==> config.mk <==
export PLATFORM = sky130hd
export DESIGN_NAME = light_sensor_regression_calibrator
export DESIGN_NICKNAME = d
export VERILOG_FILES = /design/src/hdl/lsrc_pkg.sv /design/src/hdl/light_sensor_regression_calibrator.sv /design/src/hdl/lsrc_calset.sv /design/src/hdl/lsrc_mul.sv /design/src/hdl/lsrc_div.sv /design/src/hdl/lsrc_seq.sv
export SDC_FILE = /design/constraint.sdc
export NUM_CORES = 2
export LEC_CHECK = 0
export ABC_AREA = 1
export BUFFER_PORTS_ARGS = -buffer_cell sky130_fd_sc_hd__buf_2
export CAP_MARGIN = 20
export CORE_ASPECT_RATIO = 0.5
export CORE_MARGIN = 8
export CORE_UTILIZATION = 51
export DETAILED_ROUTE_END_ITERATION = 12
export GPL_TIMING_DRIVEN = 0
export MAX_ROUTING_LAYER = met4
export PLACE_DENSITY = 0.66
export SYNTH_ARGS = -nofsm -noshare
export SYNTH_HDL_FRONTEND = slang
export SYNTH_SLANG_ARGS = --single-unit
==> constraint.sdc <==
create_clock -name clk -period 18.5 [get_ports clk]
set_clock_uncertainty 0.1 [all_clocks]
set_input_delay 0.925 -clock clk [delete_from_list [all_inputs] [get_ports clk]]
set_output_delay 0.925 -clock clk [all_outputs]
set_load 0.1 [all_outputs]
==> src/hdl/lsrc_pkg.sv <==
// Shared codes, field widths and the microcode program of the light sensor calibrator.
`default_nettype none
package lsrc_pkg;

	// field widths
	localparam int LUX_W    = 16;
	localparam int ADC_W    = 12;
	localparam int MINPTS_W = 7;
	localparam int CFG_W    = 16;
	localparam int OUT_W    = 32;
	localparam int STEP_W   = 5;

	// default set capacity and register reset values
	localparam int DEF_MAX_POINTS = 100;
	localparam logic [MINPTS_W-1:0] MIN_POINTS_RST = 7'd3;
	localparam logic [LUX_W-1:0]    MIN_SPAN_RST   = 16'd30;

	// configuration register indexes
	localparam logic REG_MIN_POINTS   = 1'b0;
	localparam logic REG_MIN_LUX_SPAN = 1'b1;

	// request kinds
	typedef enum logic [1:0] {
		K_ADD     = 2'd0,
		K_CONVERT = 2'd1,
		K_CLEAR   = 2'd2
	} kind_t;

	// result status codes
	typedef enum logic [1:0] {
		ST_OK   = 2'd0,
		ST_FEW  = 2'd1,
		ST_SPAN = 2'd2,
		ST_BAD  = 2'd3
	} status_t;

	// check flags from the calibration set
	typedef struct packed {
		logic few;
		logic span;
	} chk_t;

	// microcode fields
	typedef enum logic [2:0] {
		U_JMP      = 3'd0,
		U_MUL      = 3'd1,
		U_DIV      = 3'd2,
		U_RET_QUO  = 3'd3,
		U_RET_ZERO = 3'd4
	} uop_t;

	typedef enum logic [1:0] {
		C_FEW  = 2'd0,
		C_SPAN = 2'd1,
		C_BAD  = 2'd2,
		C_DEN0 = 2'd3
	} cond_t;

	typedef enum logic [2:0] {
		A_SXX = 3'd0,
		A_SX  = 3'd1,
		A_SXY = 3'd2,
		A_SY  = 3'd3,
		A_T   = 3'd4
	} asel_t;

	typedef enum logic [1:0] {
		B_N   = 2'd0,
		B_SX  = 2'd1,
		B_SY  = 2'd2,
		B_ADC = 2'd3
	} bsel_t;

	typedef enum logic [2:0] {
		W_DEN_LD  = 3'd0,
		W_DEN_SUB = 3'd1,
		W_T_LD    = 3'd2,
		W_T_SUB   = 3'd3,
		W_NUM_LD  = 3'd4,
		W_NUM_ADD = 3'd5,
		W_NUM_SUB = 3'd6
	} wop_t;

	typedef struct packed {
		uop_t              op;
		cond_t             cond;
		asel_t             a;
		bsel_t             b;
		wop_t              w;
		status_t           st;
		logic [STEP_W-1:0] target;
	} uword_t;

	// jump targets
	localparam logic [STEP_W-1:0] S_FAIL_FEW  = 5'd13;
	localparam logic [STEP_W-1:0] S_FAIL_SPAN = 5'd14;
	localparam logic [STEP_W-1:0] S_FAIL_BAD  = 5'd15;
	localparam logic [STEP_W-1:0] S_ZERO_DEN  = 5'd16;

	// conversion program:
	//   den = n*Sxx - Sx*Sx, t = n*Sxy - Sx*Sy,
	//   num = adc*t + Sy*Sxx - Sx*Sxy, lux = num / den
	function automatic uword_t ucode(input logic [STEP_W-1:0] step);
		uword_t w;
		w = '{op: U_RET_ZERO, cond: C_FEW, a: A_SXX, b: B_N, w: W_DEN_LD,
			st: ST_OK, target: '0};
		unique case (step)
			5'd0: begin
				w.op = U_JMP; w.cond = C_FEW; w.target = S_FAIL_FEW;
			end
			5'd1: begin
				w.op = U_JMP; w.cond = C_SPAN; w.target = S_FAIL_SPAN;
			end
			5'd2: begin
				w.op = U_JMP; w.cond = C_BAD; w.target = S_FAIL_BAD;
			end
			5'd3: begin
				w.op = U_MUL; w.a = A_SXX; w.b = B_N; w.w = W_DEN_LD;
			end
			5'd4: begin
				w.op = U_MUL; w.a = A_SX; w.b = B_SX; w.w = W_DEN_SUB;
			end
			5'd5: begin
				w.op = U_JMP; w.cond = C_DEN0; w.target = S_ZERO_DEN;
			end
			5'd6: begin
				w.op = U_MUL; w.a = A_SXY; w.b = B_N; w.w = W_T_LD;
			end
			5'd7: begin
				w.op = U_MUL; w.a = A_SY; w.b = B_SX; w.w = W_T_SUB;
			end
			5'd8: begin
				w.op = U_MUL; w.a = A_T; w.b = B_ADC; w.w = W_NUM_LD;
			end
			5'd9: begin
				w.op = U_MUL; w.a = A_SXX; w.b = B_SY; w.w = W_NUM_ADD;
			end
			5'd10: begin
				w.op = U_MUL; w.a = A_SXY; w.b = B_SX; w.w = W_NUM_SUB;
			end
			5'd11: begin
				w.op = U_DIV;
			end
			5'd12: begin
				w.op = U_RET_QUO;
			end
			5'd13: begin
				w.op = U_RET_ZERO; w.st = ST_FEW;
			end
			5'd14: begin
				w.op = U_RET_ZERO; w.st = ST_SPAN;
			end
			5'd15: begin
				w.op = U_RET_ZERO; w.st = ST_BAD;
			end
			5'd16: begin
				w.op = U_RET_ZERO; w.st = ST_OK;
			end
			default: begin
				w.op = U_RET_ZERO; w.st = ST_OK;
			end
		endcase
		return w;
	endfunction

endpackage
`default_nettype wire

==> src/hdl/light_sensor_regression_calibrator.sv <==
// Top level of the light sensor least-squares calibrator.
`default_nettype none
// Add and clear requests give no result. A convert request fits lux = m*adc + b
// over the stored pairs in exact integer arithmetic and returns one result (lux
// truncated toward zero and saturated to 32 bits, plus status). The conversion
// runs a 17-step microprogram: seven products go through a multiplier that takes
// eight bits of its narrow operand per cycle, and the quotient comes from a
// restoring divider that makes one bit per cycle over the full dividend width
// 2*clog2(MAX_POINTS+1)+42. A conversion rejected by a check, or one with a zero
// denominator, ends early with a zero result. A result that cannot leave holds
// the sequencer. No new request is taken while a conversion runs; a finished
// result waits in the output register without blocking input.
// Limit registers may be written at any time the block is idle.
module light_sensor_regression_calibrator #(
	parameter int MAX_POINTS = lsrc_pkg::DEF_MAX_POINTS
) (
	input  wire                              clk,
	input  wire                              arst_n,
	// configuration writes
	input  wire                              cfg_valid,
	output logic                             cfg_ready,
	input  wire                              cfg_index,
	input  wire  [lsrc_pkg::CFG_W-1:0]       cfg_data,
	// requests
	input  wire                              s_tvalid,
	output logic                             s_tready,
	input  wire  [31:0]                      s_tdata,   // ref_lux[15:0], adc_sample[27:16]
	input  wire  [1:0]                       s_tuser,   // kind[1:0]
	// results
	output logic                             m_tvalid,
	input  wire                              m_tready,
	output logic [31:0]                      m_tdata,   // lux_out[31:0]
	output logic [1:0]                       m_tuser    // status[1:0]
);

	localparam int CNT_W = $clog2(MAX_POINTS + 1);
	localparam int SX_W  = CNT_W + 12;
	localparam int SXX_W = CNT_W + 24;
	localparam int SXY_W = CNT_W + 28;
	localparam int SY_W  = CNT_W + 16;

	logic                         accept;
	logic                         add_en;
	logic                         clr_en;
	logic                         start;
	logic [CNT_W-1:0]             cnt;
	logic [SX_W-1:0]              sx;
	logic [SXX_W-1:0]             sxx;
	logic [SXY_W-1:0]             sxy;
	logic [SY_W-1:0]              sy;
	lsrc_pkg::chk_t               chk;
	logic                         busy;
	logic                         done;
	logic                         out_free;
	logic [lsrc_pkg::OUT_W-1:0]   lux;
	lsrc_pkg::status_t            status;
	logic                         m_valid_q;
	logic [lsrc_pkg::OUT_W-1:0]   m_lux_q;
	logic [1:0]                   m_status_q;

	// decode an accepted request
	assign cfg_ready = 1'b1;
	assign s_tready  = !busy;
	assign accept    = s_tvalid && s_tready;
	assign add_en    = accept && (s_tuser == lsrc_pkg::K_ADD);
	assign clr_en    = accept && (s_tuser == lsrc_pkg::K_CLEAR);
	assign start     = accept && (s_tuser == lsrc_pkg::K_CONVERT);
	assign out_free  = !m_valid_q || m_tready;

	lsrc_calset #(
		.MAX_POINTS (MAX_POINTS)
	) u_calset (
		.clk       (clk),
		.arst_n    (arst_n),
		.cfg_we    (cfg_valid && cfg_ready),
		.cfg_index (cfg_index),
		.cfg_data  (cfg_data),
		.add_en    (add_en),
		.clr_en    (clr_en),
		.lux       (s_tdata[15:0]),
		.adc       (s_tdata[27:16]),
		.cnt       (cnt),
		.sx        (sx),
		.sxx       (sxx),
		.sxy       (sxy),
		.sy        (sy),
		.chk       (chk)
	);

	lsrc_seq #(
		.MAX_POINTS (MAX_POINTS)
	) u_seq (
		.clk      (clk),
		.arst_n   (arst_n),
		.start    (start),
		.adc      (s_tdata[27:16]),
		.cnt      (cnt),
		.sx       (sx),
		.sxx      (sxx),
		.sxy      (sxy),
		.sy       (sy),
		.chk      (chk),
		.out_free (out_free),
		.busy     (busy),
		.done     (done),
		.lux      (lux),
		.status   (status)
	);

	// hold the result until taken
	always_ff @(posedge clk or negedge arst_n) begin
		if (!arst_n)
			m_valid_q <= 1'b0;
		else if (done)
			m_valid_q <= 1'b1;
		else if (m_tready)
			m_valid_q <= 1'b0;
	end

	always_ff @(posedge clk) begin
		if (done) begin
			m_lux_q    <= lux;
			m_status_q <= status;
		end
	end

	assign m_tvalid = m_valid_q;
	assign m_tdata  = m_lux_q;
	assign m_tuser  = m_status_q;

endmodule
`default_nettype wire

==> src/hdl/lsrc_calset.sv <==
// Calibration set: running sums, count, lux extremes, limit registers and checks.
`default_nettype none
module lsrc_calset #(
	parameter int MAX_POINTS = lsrc_pkg::DEF_MAX_POINTS,
	localparam int CNT_W = $clog2(MAX_POINTS + 1),
	localparam int SX_W  = CNT_W + 12,
	localparam int SXX_W = CNT_W + 24,
	localparam int SXY_W = CNT_W + 28,
	localparam int SY_W  = CNT_W + 16
) (
	input  wire                              clk,
	input  wire                              arst_n,
	input  wire                              cfg_we,
	input  wire                              cfg_index,
	input  wire  [lsrc_pkg::CFG_W-1:0]       cfg_data,
	input  wire                              add_en,
	input  wire                              clr_en,
	input  wire  [lsrc_pkg::LUX_W-1:0]       lux,
	input  wire  [lsrc_pkg::ADC_W-1:0]       adc,
	output logic [CNT_W-1:0]                 cnt,
	output logic [SX_W-1:0]                  sx,
	output logic [SXX_W-1:0]                 sxx,
	output logic [SXY_W-1:0]                 sxy,
	output logic [SY_W-1:0]                  sy,
	output lsrc_pkg::chk_t                   chk
);

	localparam int CMP_W = (CNT_W > lsrc_pkg::MINPTS_W) ? CNT_W : lsrc_pkg::MINPTS_W;

	logic [lsrc_pkg::MINPTS_W-1:0] min_points_q;
	logic [lsrc_pkg::LUX_W-1:0]    min_span_q;
	logic [CNT_W-1:0]              cnt_q;
	logic [SX_W-1:0]               sx_q;
	logic [SXX_W-1:0]              sxx_q;
	logic [SXY_W-1:0]              sxy_q;
	logic [SY_W-1:0]               sy_q;
	logic [lsrc_pkg::LUX_W-1:0]    lux_min_q;
	logic [lsrc_pkg::LUX_W-1:0]    lux_max_q;
	logic                          take;
	logic [2*lsrc_pkg::ADC_W-1:0]  adc_sq;
	logic [lsrc_pkg::ADC_W+lsrc_pkg::LUX_W-1:0] adc_lux;
	logic [lsrc_pkg::LUX_W-1:0]    span;

	// limit registers
	always_ff @(posedge clk or negedge arst_n) begin
		if (!arst_n) begin
			min_points_q <= lsrc_pkg::MIN_POINTS_RST;
			min_span_q   <= lsrc_pkg::MIN_SPAN_RST;
		end else if (cfg_we) begin
			if (cfg_index == lsrc_pkg::REG_MIN_POINTS)
				min_points_q <= cfg_data[lsrc_pkg::MINPTS_W-1:0];
			else
				min_span_q <= cfg_data;
		end
	end

	// drop pairs once the set is full
	assign take    = add_en && (cnt_q != CNT_W'(MAX_POINTS));
	assign adc_sq  = adc * adc;
	assign adc_lux = adc * lux;

	// accumulate or clear the set
	always_ff @(posedge clk or negedge arst_n) begin
		if (!arst_n) begin
			cnt_q     <= '0;
			sx_q      <= '0;
			sxx_q     <= '0;
			sxy_q     <= '0;
			sy_q      <= '0;
			lux_min_q <= '0;
			lux_max_q <= '0;
		end else if (clr_en) begin
			cnt_q     <= '0;
			sx_q      <= '0;
			sxx_q     <= '0;
			sxy_q     <= '0;
			sy_q      <= '0;
			lux_min_q <= '0;
			lux_max_q <= '0;
		end else if (take) begin
			cnt_q <= cnt_q + 1'b1;
			sx_q  <= sx_q + SX_W'(adc);
			sxx_q <= sxx_q + SXX_W'(adc_sq);
			sxy_q <= sxy_q + SXY_W'(adc_lux);
			sy_q  <= sy_q + SY_W'(lux);
			if (cnt_q == '0) begin
				lux_min_q <= lux;
				lux_max_q <= lux;
			end else begin
				if (lux > lux_max_q)
					lux_max_q <= lux;
				if (lux < lux_min_q)
					lux_min_q <= lux;
			end
		end
	end

	// conversion preconditions
	assign span     = lux_max_q - lux_min_q;
	assign chk.few  = CMP_W'(cnt_q) < CMP_W'(min_points_q);
	assign chk.span = span < min_span_q;

	assign cnt = cnt_q;
	assign sx  = sx_q;
	assign sxx = sxx_q;
	assign sxy = sxy_q;
	assign sy  = sy_q;

endmodule
`default_nettype wire

==> src/hdl/lsrc_mul.sv <==
// Signed by unsigned multiplier that consumes eight multiplier bits per cycle.
`default_nettype none
module lsrc_mul #(
	parameter int A_W = 56,
	parameter int B_W = 23
) (
	input  wire              clk,
	input  wire              arst_n,
	input  wire              go,
	input  wire  [A_W-1:0]   a,
	input  wire  [B_W-1:0]   b,
	output logic             idle,
	output logic [A_W-1:0]   prod
);

	localparam int STEPS = (B_W + 7) / 8;
	localparam int CW    = $clog2(STEPS + 1);

	logic [CW-1:0]         cnt_q;
	logic [A_W-1:0]        a_q;
	logic [B_W-1:0]        b_q;
	logic [A_W-1:0]        prod_q;
	logic signed [A_W+8:0] pp;

	// partial product of the current byte
	assign pp = $signed(a_q) * $signed({1'b0, b_q[7:0]});

	// count slices
	always_ff @(posedge clk or negedge arst_n) begin
		if (!arst_n)
			cnt_q <= '0;
		else if (go)
			cnt_q <= CW'(STEPS);
		else if (cnt_q != '0)
			cnt_q <= cnt_q - 1'b1;
	end

	// shift operands and accumulate
	always_ff @(posedge clk) begin
		if (go) begin
			a_q    <= a;
			b_q    <= b;
			prod_q <= '0;
		end else if (cnt_q != '0) begin
			a_q    <= a_q << 8;
			b_q    <= b_q >> 8;
			prod_q <= prod_q + pp[A_W-1:0];
		end
	end

	assign idle = (cnt_q == '0);
	assign prod = prod_q;

endmodule
`default_nettype wire

==> src/hdl/lsrc_div.sv <==
// Restoring divider of a signed dividend by a positive divisor, one quotient bit per cycle.
`default_nettype none
module lsrc_div #(
	parameter int N_W = 56,
	parameter int D_W = 38
) (
	input  wire              clk,
	input  wire              arst_n,
	input  wire              go,
	input  wire  [N_W-1:0]   num,
	input  wire  [D_W-1:0]   den,
	output logic             idle,
	output logic             neg,
	output logic [N_W-1:0]   quo
);

	localparam int CW = $clog2(N_W + 1);

	logic [CW-1:0]  cnt_q;
	logic           neg_q;
	logic [N_W-1:0] q_q;
	logic [D_W-1:0] rem_q;
	logic [D_W-1:0] dvs_q;
	logic [D_W:0]   trial;
	logic           ge;

	// trial subtract of the divisor
	assign trial = {rem_q, q_q[N_W-1]} - {1'b0, dvs_q};
	assign ge    = !trial[D_W];

	// count quotient bits
	always_ff @(posedge clk or negedge arst_n) begin
		if (!arst_n)
			cnt_q <= '0;
		else if (go)
			cnt_q <= CW'(N_W);
		else if (cnt_q != '0)
			cnt_q <= cnt_q - 1'b1;
	end

	// shift in one quotient bit
	always_ff @(posedge clk) begin
		if (go) begin
			neg_q <= num[N_W-1];
			q_q   <= num[N_W-1] ? (~num + 1'b1) : num;
			rem_q <= '0;
			dvs_q <= den;
		end else if (cnt_q != '0) begin
			rem_q <= ge ? trial[D_W-1:0] : {rem_q[D_W-2:0], q_q[N_W-1]};
			q_q   <= {q_q[N_W-2:0], ge};
		end
	end

	assign idle = (cnt_q == '0);
	assign neg  = neg_q;
	assign quo  = q_q;

endmodule
`default_nettype wire

==> src/hdl/lsrc_seq.sv <==
// Microcoded sequencer: step counter, program table, product registers, multiplier and divider.
`default_nettype none
module lsrc_seq #(
	parameter int MAX_POINTS = lsrc_pkg::DEF_MAX_POINTS,
	localparam int CNT_W = $clog2(MAX_POINTS + 1),
	localparam int SX_W  = CNT_W + 12,
	localparam int SXX_W = CNT_W + 24,
	localparam int SXY_W = CNT_W + 28,
	localparam int SY_W  = CNT_W + 16
) (
	input  wire                               clk,
	input  wire                               arst_n,
	input  wire                               start,
	input  wire  [lsrc_pkg::ADC_W-1:0]        adc,
	input  wire  [CNT_W-1:0]                  cnt,
	input  wire  [SX_W-1:0]                   sx,
	input  wire  [SXX_W-1:0]                  sxx,
	input  wire  [SXY_W-1:0]                  sxy,
	input  wire  [SY_W-1:0]                   sy,
	input  lsrc_pkg::chk_t                    chk,
	input  wire                               out_free,
	output logic                              busy,
	output logic                              done,
	output logic [lsrc_pkg::OUT_W-1:0]        lux,
	output lsrc_pkg::status_t                 status
);

	// datapath width holds num = adc*t + Sy*Sxx - Sx*Sxy with sign
	localparam int DW    = 2 * CNT_W + 42;
	localparam int DEN_W = 2 * CNT_W + 24;
	localparam int B_W   = SY_W;
	localparam logic [DW-1:0] POS_LIM = {{(DW-32){1'b0}}, 32'h7FFF_FFFF};
	localparam logic [DW-1:0] NEG_LIM = {{(DW-32){1'b0}}, 32'h8000_0000};

	logic                              busy_q;
	logic                              wait_q;
	logic [lsrc_pkg::STEP_W-1:0]       step_q;
	logic [lsrc_pkg::ADC_W-1:0]        adc_q;
	logic [DW-1:0]                     den_q;
	logic [DW-1:0]                     t_q;
	logic [DW-1:0]                     num_q;
	lsrc_pkg::uword_t                  uw;
	logic                              cond_hit;
	logic [DW-1:0]                     a_mux;
	logic [B_W-1:0]                    b_mux;
	logic                              mul_go;
	logic                              mul_idle;
	logic [DW-1:0]                     prod;
	logic                              mul_wb;
	logic                              div_go;
	logic                              div_idle;
	logic                              div_neg;
	logic [DW-1:0]                     quo;
	logic                              ret;
	logic [lsrc_pkg::OUT_W-1:0]        sat;

	assign uw = lsrc_pkg::ucode(step_q);

	// jump condition
	always_comb begin
		case (uw.cond)
			lsrc_pkg::C_FEW:  cond_hit = chk.few;
			lsrc_pkg::C_SPAN: cond_hit = chk.span;
			lsrc_pkg::C_BAD:  cond_hit = (adc_q == '0);
			lsrc_pkg::C_DEN0: cond_hit = (den_q == '0) || den_q[DW-1];
			default:          cond_hit = 1'b0;
		endcase
	end

	// multiplicand select
	always_comb begin
		case (uw.a)
			lsrc_pkg::A_SXX: a_mux = DW'(sxx);
			lsrc_pkg::A_SX:  a_mux = DW'(sx);
			lsrc_pkg::A_SXY: a_mux = DW'(sxy);
			lsrc_pkg::A_SY:  a_mux = DW'(sy);
			lsrc_pkg::A_T:   a_mux = t_q;
			default:         a_mux = '0;
		endcase
	end

	// multiplier select
	always_comb begin
		case (uw.b)
			lsrc_pkg::B_N:   b_mux = B_W'(cnt);
			lsrc_pkg::B_SX:  b_mux = B_W'(sx);
			lsrc_pkg::B_SY:  b_mux = sy;
			lsrc_pkg::B_ADC: b_mux = B_W'(adc_q);
			default:         b_mux = '0;
		endcase
	end

	assign mul_go = busy_q && (uw.op == lsrc_pkg::U_MUL) && !wait_q;
	assign mul_wb = busy_q && (uw.op == lsrc_pkg::U_MUL) && wait_q && mul_idle;
	assign div_go = busy_q && (uw.op == lsrc_pkg::U_DIV) && !wait_q;
	assign ret    = busy_q &&
		((uw.op == lsrc_pkg::U_RET_QUO) || (uw.op == lsrc_pkg::U_RET_ZERO));

	lsrc_mul #(
		.A_W (DW),
		.B_W (B_W)
	) u_mul (
		.clk    (clk),
		.arst_n (arst_n),
		.go     (mul_go),
		.a      (a_mux),
		.b      (b_mux),
		.idle   (mul_idle),
		.prod   (prod)
	);

	lsrc_div #(
		.N_W (DW),
		.D_W (DEN_W)
	) u_div (
		.clk    (clk),
		.arst_n (arst_n),
		.go     (div_go),
		.num    (num_q),
		.den    (den_q[DEN_W-1:0]),
		.idle   (div_idle),
		.neg    (div_neg),
		.quo    (quo)
	);

	// step counter
	always_ff @(posedge clk or negedge arst_n) begin
		if (!arst_n) begin
			busy_q <= 1'b0;
			wait_q <= 1'b0;
			step_q <= '0;
		end else if (start) begin
			busy_q <= 1'b1;
			wait_q <= 1'b0;
			step_q <= '0;
		end else if (busy_q) begin
			unique case (uw.op)
				lsrc_pkg::U_JMP: begin
					step_q <= cond_hit ? uw.target : step_q + 1'b1;
				end
				lsrc_pkg::U_MUL: begin
					if (!wait_q) begin
						wait_q <= 1'b1;
					end else if (mul_idle) begin
						wait_q <= 1'b0;
						step_q <= step_q + 1'b1;
					end
				end
				lsrc_pkg::U_DIV: begin
					if (!wait_q) begin
						wait_q <= 1'b1;
					end else if (div_idle) begin
						wait_q <= 1'b0;
						step_q <= step_q + 1'b1;
					end
				end
				lsrc_pkg::U_RET_QUO, lsrc_pkg::U_RET_ZERO: begin
					if (out_free)
						busy_q <= 1'b0;
				end
				default: begin
					busy_q <= 1'b0;
				end
			endcase
		end
	end

	// write back products
	always_ff @(posedge clk) begin
		if (start)
			adc_q <= adc;
		if (mul_wb) begin
			case (uw.w)
				lsrc_pkg::W_DEN_LD:  den_q <= prod;
				lsrc_pkg::W_DEN_SUB: den_q <= den_q - prod;
				lsrc_pkg::W_T_LD:    t_q   <= prod;
				lsrc_pkg::W_T_SUB:   t_q   <= t_q - prod;
				lsrc_pkg::W_NUM_LD:  num_q <= prod;
				lsrc_pkg::W_NUM_ADD: num_q <= num_q + prod;
				lsrc_pkg::W_NUM_SUB: num_q <= num_q - prod;
				default:             num_q <= num_q;
			endcase
		end
	end

	// saturate quotient to the signed 32-bit range
	always_comb begin
		if (div_neg)
			sat = (quo > NEG_LIM) ? 32'h8000_0000 : (~quo[31:0] + 1'b1);
		else
			sat = (quo > POS_LIM) ? 32'h7FFF_FFFF : quo[31:0];
	end

	assign busy   = busy_q;
	assign done   = ret && out_free;
	assign lux    = (uw.op == lsrc_pkg::U_RET_QUO) ? sat : '0;
	assign status = (uw.op == lsrc_pkg::U_RET_QUO) ? lsrc_pkg::ST_OK : uw.st;

endmodule
`default_nettype wire
==> run metrics <==
status completed; Synth warnings 0; area of the multi-input gates roughly 53000 µm²; #FFs+latches synth between 600 and 700; Port Buffers just under 90; Setup TNS 0 ns; Core Area around 160000 µm²; share of layout cells above drive strength 1 under 10%; first-pass GRT wire length a little over 500000 µm; part of the Yosys area used for sequential elements around 22%; reg2reg setup slack between 10 and 15 ns; Fillers between 15000 and 20000; crit-path max FO 10; CTS max path bufs 3; CTS tree yes; Detail Route Antenna Nets 0; DP Cell Count roughly 14000; routed wire length ~340000 µm; postcts setup bufs 0; final net count 13500; Async S/R FF share, synth between 20 and 30%; Yosys cell types 64; via count roughly 80000; CP arrival approximately 8.1 ns; RSZ-0062 raised after global routing no; netlist area before placement 81900 µm²; clk sink count about 670; Cells after Synth ~12000; critical path required time about 19 ns; Hold Vio Cnt, Final 0; startpoint class of the critical path flop; Worst Setup End Kind flop; final setup fails 0; number of flops mapped to enable cells by yosys around 390; worst-margin pin slew around 1.2 ns; Initial Util 51.1%; Max Cap Viol 0; Clock Pin Slew Worst Setup and Hold Paths around 0.06 ns; Root Buffer clkbuf_16; Placer Congestion 1.04; Syn Area/Cell roughly 6.8 µm²; Routed wire per std cell between 20 and 25 µm; DRC violations left 0; total gr overflow 0; Sequential cell area 18200 µm²; final period utilization roughly two fifths; Final HPWL DP 284000 µm; clock latency on the worst-skew pair around 0.72 ns; chip width approximately 580 µm; initial antenna violation count 8; total global-route track usage about 40%; final std cells w/o fill around 14000; hold_buf cts 0; Via-to-Cell Ratio 5.68; # rows about 100; TritonCTS Buffers 76; die area about 170000 µm²; largest net degree at the start of global routing 73; DR pass1 iterations 6; crit path time final ~7.6 ns; I/O pin count between 90 and 100; H-tree level count 3; DR iter-0 viols 8969; hold crit path type input pin to async pin; Top FF cell, synth edfxtp_1; CP Class flop to flop; Pins Over Slew Limit 0; # resized after CTS 0; vias in the first global route roughly 78000; area grow syn2layout 7.51%; die height 299 µm; worst hold slack about 0.021 ns; Rel. slew slack a little over a fifth; Max Clk Rate 132 MHz; Syn Nets approximately 13000
-- kinds of logic after synthesis --
group,Yosys count,synth area share [%]
other,1,0.00458
XOR/XNOR,230,2.46
buffers and inverters,2826,13.1
AO/OA/AOI/OAI,1596,10.4
multiplexers,2,0.0260
flip-flops,668,22.2
AND/OR/NAND/NOR,5523,27.8
adder cells (fa/ha/maj),1192,23.9
-- cell type report --
cell class | count | share of cell area [%]
repair buffers | 109 | 0.899
inverters | 2474 | 10.5
plain buffers | 352 | 1.64
multi-input cells | 8544 | 60.2
clock inverters | 48 | 0.608
diodes | 7 | 0.0199
clock buffers | 91 | 2.32
well taps | 2173 | 3.09
flip-flops and latches | 668 | 20.7
-- path summary, 6_finish.rpt --
kind / startpoint / end / depth (start not counted)
worst min register to register: u_calset.lux_min_q[9] / u_calset.lux_min_q[9] / 2
worst max-delay path: u_seq.u_mul.b_q[1] / u_seq.u_mul.prod[54] / 22
max in group asynchronous: arst_n / u_calset.sxx[24] / 2
min in group clk: cfg_data[8] / u_calset.min_span_q[8] / 3
worst min-delay path: arst_n / u_calset.lux_max_q[3] / 1
worst max register to register: u_seq.u_mul.b_q[1] / u_seq.u_mul.prod[54] / 22
-- layer usage --
| metal | part of all wire [%] | GRT usage [%] | up-vias |
|---|---|---|---|
| li1 | - | - | 38100 |
| met1 | 41 | 51.4 | 38900 |
| met2 | 42 | 58.5 | 4341 |
| met3 | 11 | 9.47 | 824 |
| met4 | 5.8 | 18.3 | 0 |
| met5 | 0 | - | - |
-- cell usage after synthesis, drive strengths merged (6+ instances only) --
master / number / area, µm²
a211oi: 16 / 120
a21boi: 17 / 128
a21o: 18 / 135
a21oi: 639 / 3200
a221oi: 7 / 61.3
a31oi: 35 / 219
and2: 12 / 75.1
buf: 121 / 581
clkbuf: 231 / 867
dfrtp: 180 / 4500
dfstp: 6 / 158
dfxtp: 94 / 1880
edfxtp: 388 / 11700
fa: 626 / 12500
ha: 566 / 7080
inv: 2472 / 9280
nand2: 3234 / 12100
nand3: 787 / 3940
nand3b: 29 / 218
nand4: 193 / 1210
nor2: 1057 / 4000
nor3: 119 / 628
nor3b: 8 / 60.1
nor4: 29 / 181
o2111ai: 10 / 87.6
o211ai: 10 / 75.1
o21a: 9 / 67.6
o21ai: 722 / 3620
o21bai: 44 / 330
o22ai: 53 / 338
o31ai: 6 / 45.0
or2: 49 / 307
xnor2: 68 / 596
xor2: 162 / 1420
-- layout by cell type (no fill, tap or decap), drive strengths merged, types with 35 or more instances in the layout --
cell type	instances
edfxtp	388
dfxtp	94
dfrtp	180
nor2	1057
nor3	119
buf	230
nand3	787
inv	2483
o21bai	44
clkbuf	322
xnor2	68
nand4	193
a21oi	639
o22ai	53
fa	626
ha	566
o21ai	722
a31oi	35
xor2	162
or2	49
nand2	3234
-- sequential cells by signal (all words and copies together) (netlist names), 2 cells and up --
register and cells:
u_seq.u_div.rem_q 38, u_seq.adc_q 12, u_calset.sy 23, u_calset.cnt 7, m_tdata 32, u_seq.u_mul.a_q 56, u_seq.u_mul.b_q 23, u_calset.lux_min_q 16
u_calset.lux_max_q 16, m_tuser 2, u_calset.sx 19, u_seq.u_mul.prod 56, u_seq.t_q 56, u_calset.sxx 31, u_calset.min_span_q 16, u_seq.step_q 5
u_calset.sxy 35, u_seq.num_q 56, u_seq.den_q 56, u_seq.u_div.quo 56, u_seq.u_div.dvs_q 38, u_seq.u_div.cnt_q 6, u_seq.u_mul.cnt_q 2, u_calset.min_points_q 7
-- per-stage QoR --
| step | util, % | setup WS, ns | cell area [µm²] |
|---|---|---|---|
| 2_1_floorplan | - | 11.13 | 81900 |
| 3_3_place_gp | 53.1 | 5.91 | 85100 |
| 3_5_place_dp | 53.3 | 10.69 | 85400 |
| 4_1_cts | 54.9 | 11.23 | 88000 |
| 5_1_grt | 55.0 | 10.97 | 88000 |
| 6_report | 55.0 | 10.95 | 88100 |
-- critical path, stage by stage (launching register included) --
cell and delay [ns]:
edfxtp_1 0.49, clkbuf_1 0.83, buf_1 0.59, nand2_1 0.18
fa_1 0.54, inv_1 0.05, fa_1 0.49, fa_1 0.51
fa_1 0.52, inv_1 0.06, fa_1 0.47, inv_1 0.05
ha_1 0.39, a21oi_1 0.35, o21ai_0 0.35, a21oi_1 0.57
nand3_1 0.38, nand3_1 0.21, nand2_1 0.07, nand2_1 0.06
nand3_1 0.06, nand2_1 0.10, inv_1 0.05
Power is not shown: default switching activity piles up to over one toggle a cycle in this logic, so the estimate is an artifact.
